==> config.mk <==
export PLATFORM = sky130hd
export DESIGN_NAME = trsa_eval_unit
export DESIGN_NICKNAME = d
export VERILOG_FILES = /design/src/design/trsa_pkg.sv /design/src/design/trsa_eval_unit.sv
export SDC_FILE = /design/constraint.sdc
export NUM_CORES = 1
export LEC_CHECK = 0
export BUFFER_PORTS_ARGS = -buffer_cell sky130_fd_sc_hd__buf_2
export CAP_MARGIN = 25
export CORE_ASPECT_RATIO = 1.4
export CORE_MARGIN = 1
export CORE_UTILIZATION = 48
export DETAILED_ROUTE_END_ITERATION = 8
export PLACE_DENSITY = 0.95
export SYNTH_ARGS = -nofsm -noshare
export SYNTH_HDL_FRONTEND = slang
export SYNTH_SLANG_ARGS = --single-unit
==> constraint.sdc <==
create_clock -name vclk -period 7.4
set_input_delay 1.48 -clock vclk [all_inputs]
set_output_delay 1.48 -clock vclk [all_outputs]
set_load 0.03 [all_outputs]
==> src/design/trsa_pkg.sv <==
package trsa_pkg;

  // Action codes carried in the request.
  localparam logic [1:0] ACT_PUBLISH = 2'd0;
  localparam logic [1:0] ACT_GET     = 2'd1;
  localparam logic [1:0] ACT_CLEANUP = 2'd2;

  // Status codes returned in the result.
  localparam logic [2:0] ST_STORED  = 3'd0;
  localparam logic [2:0] ST_FULL    = 3'd1;
  localparam logic [2:0] ST_NONE    = 3'd2;
  localparam logic [2:0] ST_EXACT   = 3'd3;
  localparam logic [2:0] ST_LATER   = 3'd4;
  localparam logic [2:0] ST_CLEANED = 3'd5;

  localparam logic [15:0] AGE_LIMIT_RESET = 16'd4;
  localparam logic [31:0] FIRST_NUMBER    = 32'd1;

  // One request as it arrives on the input channel.
  typedef struct packed {
    logic [1:0]  action;
    logic [1:0]  topic;
    logic [31:0] last_entry;
    logic [31:0] payload;
    logic [31:0] now_seconds;
  } req_t;

  // One result as it leaves on the output channel.
  typedef struct packed {
    logic [2:0]  status;
    logic [31:0] entry_id;
    logic [31:0] found_payload;
    logic [4:0]  removed_count;
  } rsp_t;

  // One stored ring slot.
  typedef struct packed {
    logic [31:0] number;
    logic [31:0] stamp;
    logic [31:0] payload;
  } slot_t;

  // Flags produced by the shared compare unit.
  typedef struct packed {
    logic ge;
    logic eq;
    logic old;
  } eval_t;

endpackage

==> src/design/trsa_eval_unit.sv <==
module trsa_eval_unit
  import trsa_pkg::*;
(
  input  slot_t        slot,
  input  logic [31:0]  target,
  input  logic [31:0]  now_seconds,
  input  logic [15:0]  age_limit,
  output eval_t        flags
);

  logic [31:0] age;

  // Age of the slot; a stamp in the future is never old.
  assign age = now_seconds - slot.stamp;

  // Number match against the search target and age check against the limit.
  always_comb begin
    flags.ge  = slot.number >= target;
    flags.eq  = slot.number == target;
    flags.old = (now_seconds >= slot.stamp) && (age >= {16'd0, age_limit});
  end

endmodule

==> impl_results.md <==
* Status: finished with violations
* Failing checks: DRC
* Wirelength per Cell at 13.4 um
* P_int at 0.143 mW
* Place WS at 0.569 ns
* YS warnings at 0
* Non-Filler Instances at 676
* Worst setup SP type: primary input
* CTS hold repair buffers at 0
* Share of cells above drive strength 1 at 26.8%
* Maximum VDD drop at 0.0322 mV
* Hold Crit Class: primary input to output port
* Detail Route Antenna Nets at 0
* Mapped Area at 3210 sq um
* Library cells used by synthesis at 60
* Pin count of the biggest net entering global routing at 11
* Drt pass-1 iters at 6
* Die Width at 71.1 um
* Total Die Area at 7020 sq um
* Die span in y at 98.7 um
* FP Rows at 34
* Seq_cells at 0
* Initial antenna violation count at 0
* Total number of vias at 3889
* Slew Viols, Final at 0
* Period utilization at 92.6%
* First-pass GRT wire length at 14600 um
* Critical path class: primary input to output port
* DP Cell Count at 676
* Critical Path Sink: flags[0]
* Area grow syn2layout at 23.9%
* P_sw at 0.164 mW
* Avg Cell Area, Syn at 6.87 sq um
* Synthesized instance count at 467
* DRC at 10
* Most common cell after layout, fill and taps aside: buf_2
* Vias in the first global route at 3841
* Combinational fraction of design power at 100.0%
* P_leak at 2.37 nW
* CP Depth at 19
* WL final at 9040 um
* Final instance area at 3980 sq um
* Worst path required time at 5.92 ns
* Maximum operating frequency at 146 MHz
* Gr ovfl total at 0
* Clock power frac at 0%
* Seq/Total Area, Yosys at 0%
* Post-route setup TNS at 0 ns
* RSZ-0062 raised after global routing: no
* Cell Pwr Density at 77.0 nW/um^2
* Global Route Usage Sum at 24.8%
* Clock Buffer Count at 0
* Hold WS at 3.53 ns
* Worst-Margin Slew at 0.443 ns
* DR iter-0 viols at 172
* Crit path DAT at 5.37 ns
* GPL Wtd Cong at 0.887
* Top delay family on crit path: compound AO/OA/AOI/OAI gates
* Initial core utilization at 50.6%
* Crit path cell chain: buf_2 -> ha_1 -> fa_1 -> nor2b_4 -> o31a_1 -> o21ai_2 -> o21ai_0 -> xor2_1 -> ha_1 -> a21oi_1 -> nor2b_1 -> a2111oi_0 -> o31a_1 -> nor3_1 -> nor4_1 -> nand4_1 -> nor4_1 -> a31oi_1 -> buf_2
* Post-detail-place hpwl at 8130 um
* Slowest CP cell: fa_1
* Core Box Area at 6340 sq um
* Syn Nets at 724
* Final core utilization at 62.7%
* Buf/Inv on CP at 2
* Resized cells post-CTS at 0
* Via density at 5.75
* Port-buffer cells at 147
* Storage element area at 0 sq um
* CP Capture Type: output port
* Tmin final at 6.85 ns
* Final hold vios at 0
* Setup ws final at 0.548 ns
* Critical path fanouts, max at 3
* Critical path origin: slot[32]
* Final setup vio count at 0
* I/O Pins at 179
* MaxCap Viol Count at 0
* Commonest non-fill, non-tap cells in the layout: 147 x buf_2, 89 x inv_1, 80 x ha_1
* # diodes at 0
* CP peak stage delay at 0.44 ns
* Reg power frac at 0%
* Slew headroom at 70.1%
* Sw Ratio at 53.4%
* Post-CTS Setup Bufs at 0
* Total power at 0.306 mW
* NumNets Final at 863
* Placed Area at 3980 sq um
[routing by layer]
metal	routed length (um)	share of wire (%)	vias up	track usage [%]
met3	565	6.3	49	3.27
met1	3270	36	1724	22.7
li1	-	-	1936	-
met4	452	5.0	0	10.8
met2	4750	53	180	52.2
met5	0	0	-	0
[power groups by stage]
stage | Clock (mW) | Combinational (mW) | Sequential, mW
after floorplan | 0 | 0.214 | 0
after global placement | 0 | 0.288 | 0
final | 0 | 0.306 | 0
after CTS | 0 | 0.304 | 0
after global routing | 0 | 0.344 | 0
after detailed placement | 0 | 0.303 | 0
[kinds of logic after synthesis]
| group | synth area share (%) |
|---|---|
| xor+xnor | 6.01 |
| simple gates | 20.7 |
| compound gates | 28.0 |
| buf+inv | 12.2 |
| fa+ha+maj | 31.8 |
| mux | 1.29 |
[worst min-delay path by stage]
| stage | from | endpoint | slack, ns | cells after the start |
|---|---|---|---|---|
| global placement | slot[79] | flags[2] | 3.51 | 5 |
| global route | slot[71] | flags[1] | 3.55 | 4 |
| CTS | slot[71] | flags[1] | 3.53 | 4 |
| detailed placement | slot[71] | flags[1] | 3.51 | 4 |
| floorplan | slot[71] | flags[1] | 3.39 | 2 |
| finish | slot[71] | flags[1] | 3.53 | 4 |
[cells in the mapped netlist (4+ instances only)]
| cell | count | area (sq um) |
|---|---|---|
| inv_1 | 89 | 334 |
| ha_1 | 80 | 1000 |
| a21oi_1 | 46 | 230 |
| nand2_1 | 28 | 105 |
| nor2_1 | 25 | 93.8 |
| o21ai_0 | 21 | 105 |
| a21o_1 | 17 | 128 |
| nand4_1 | 16 | 100 |
| xnor2_1 | 16 | 140 |
| nand3_1 | 11 | 55.1 |
| o21a_1 | 8 | 60.1 |
| buf_2 | 7 | 35.0 |
| o21bai_1 | 7 | 52.6 |
| nor2b_1 | 6 | 37.5 |
| xor2_1 | 6 | 52.6 |
| nor3_1 | 5 | 25.0 |
| a31oi_1 | 4 | 25.0 |
| nor4_1 | 4 | 25.0 |
| o21ai_1 | 4 | 20.0 |
[tightest hold or removal path, cell delays in order]
cell and delay, ns:
buf_2 0.09, ha_1 0.14, and3_1 0.15, buf_2 0.19
[cell type report]
cell class / count / area, sq um
multi-input combinational: 368 / 2820
timing repair buffer: 147 / 736
fill: 531 / 2360
tap: 72 / 90.1
inverter: 89 / 334
Power figures use the tool's default switching activity.
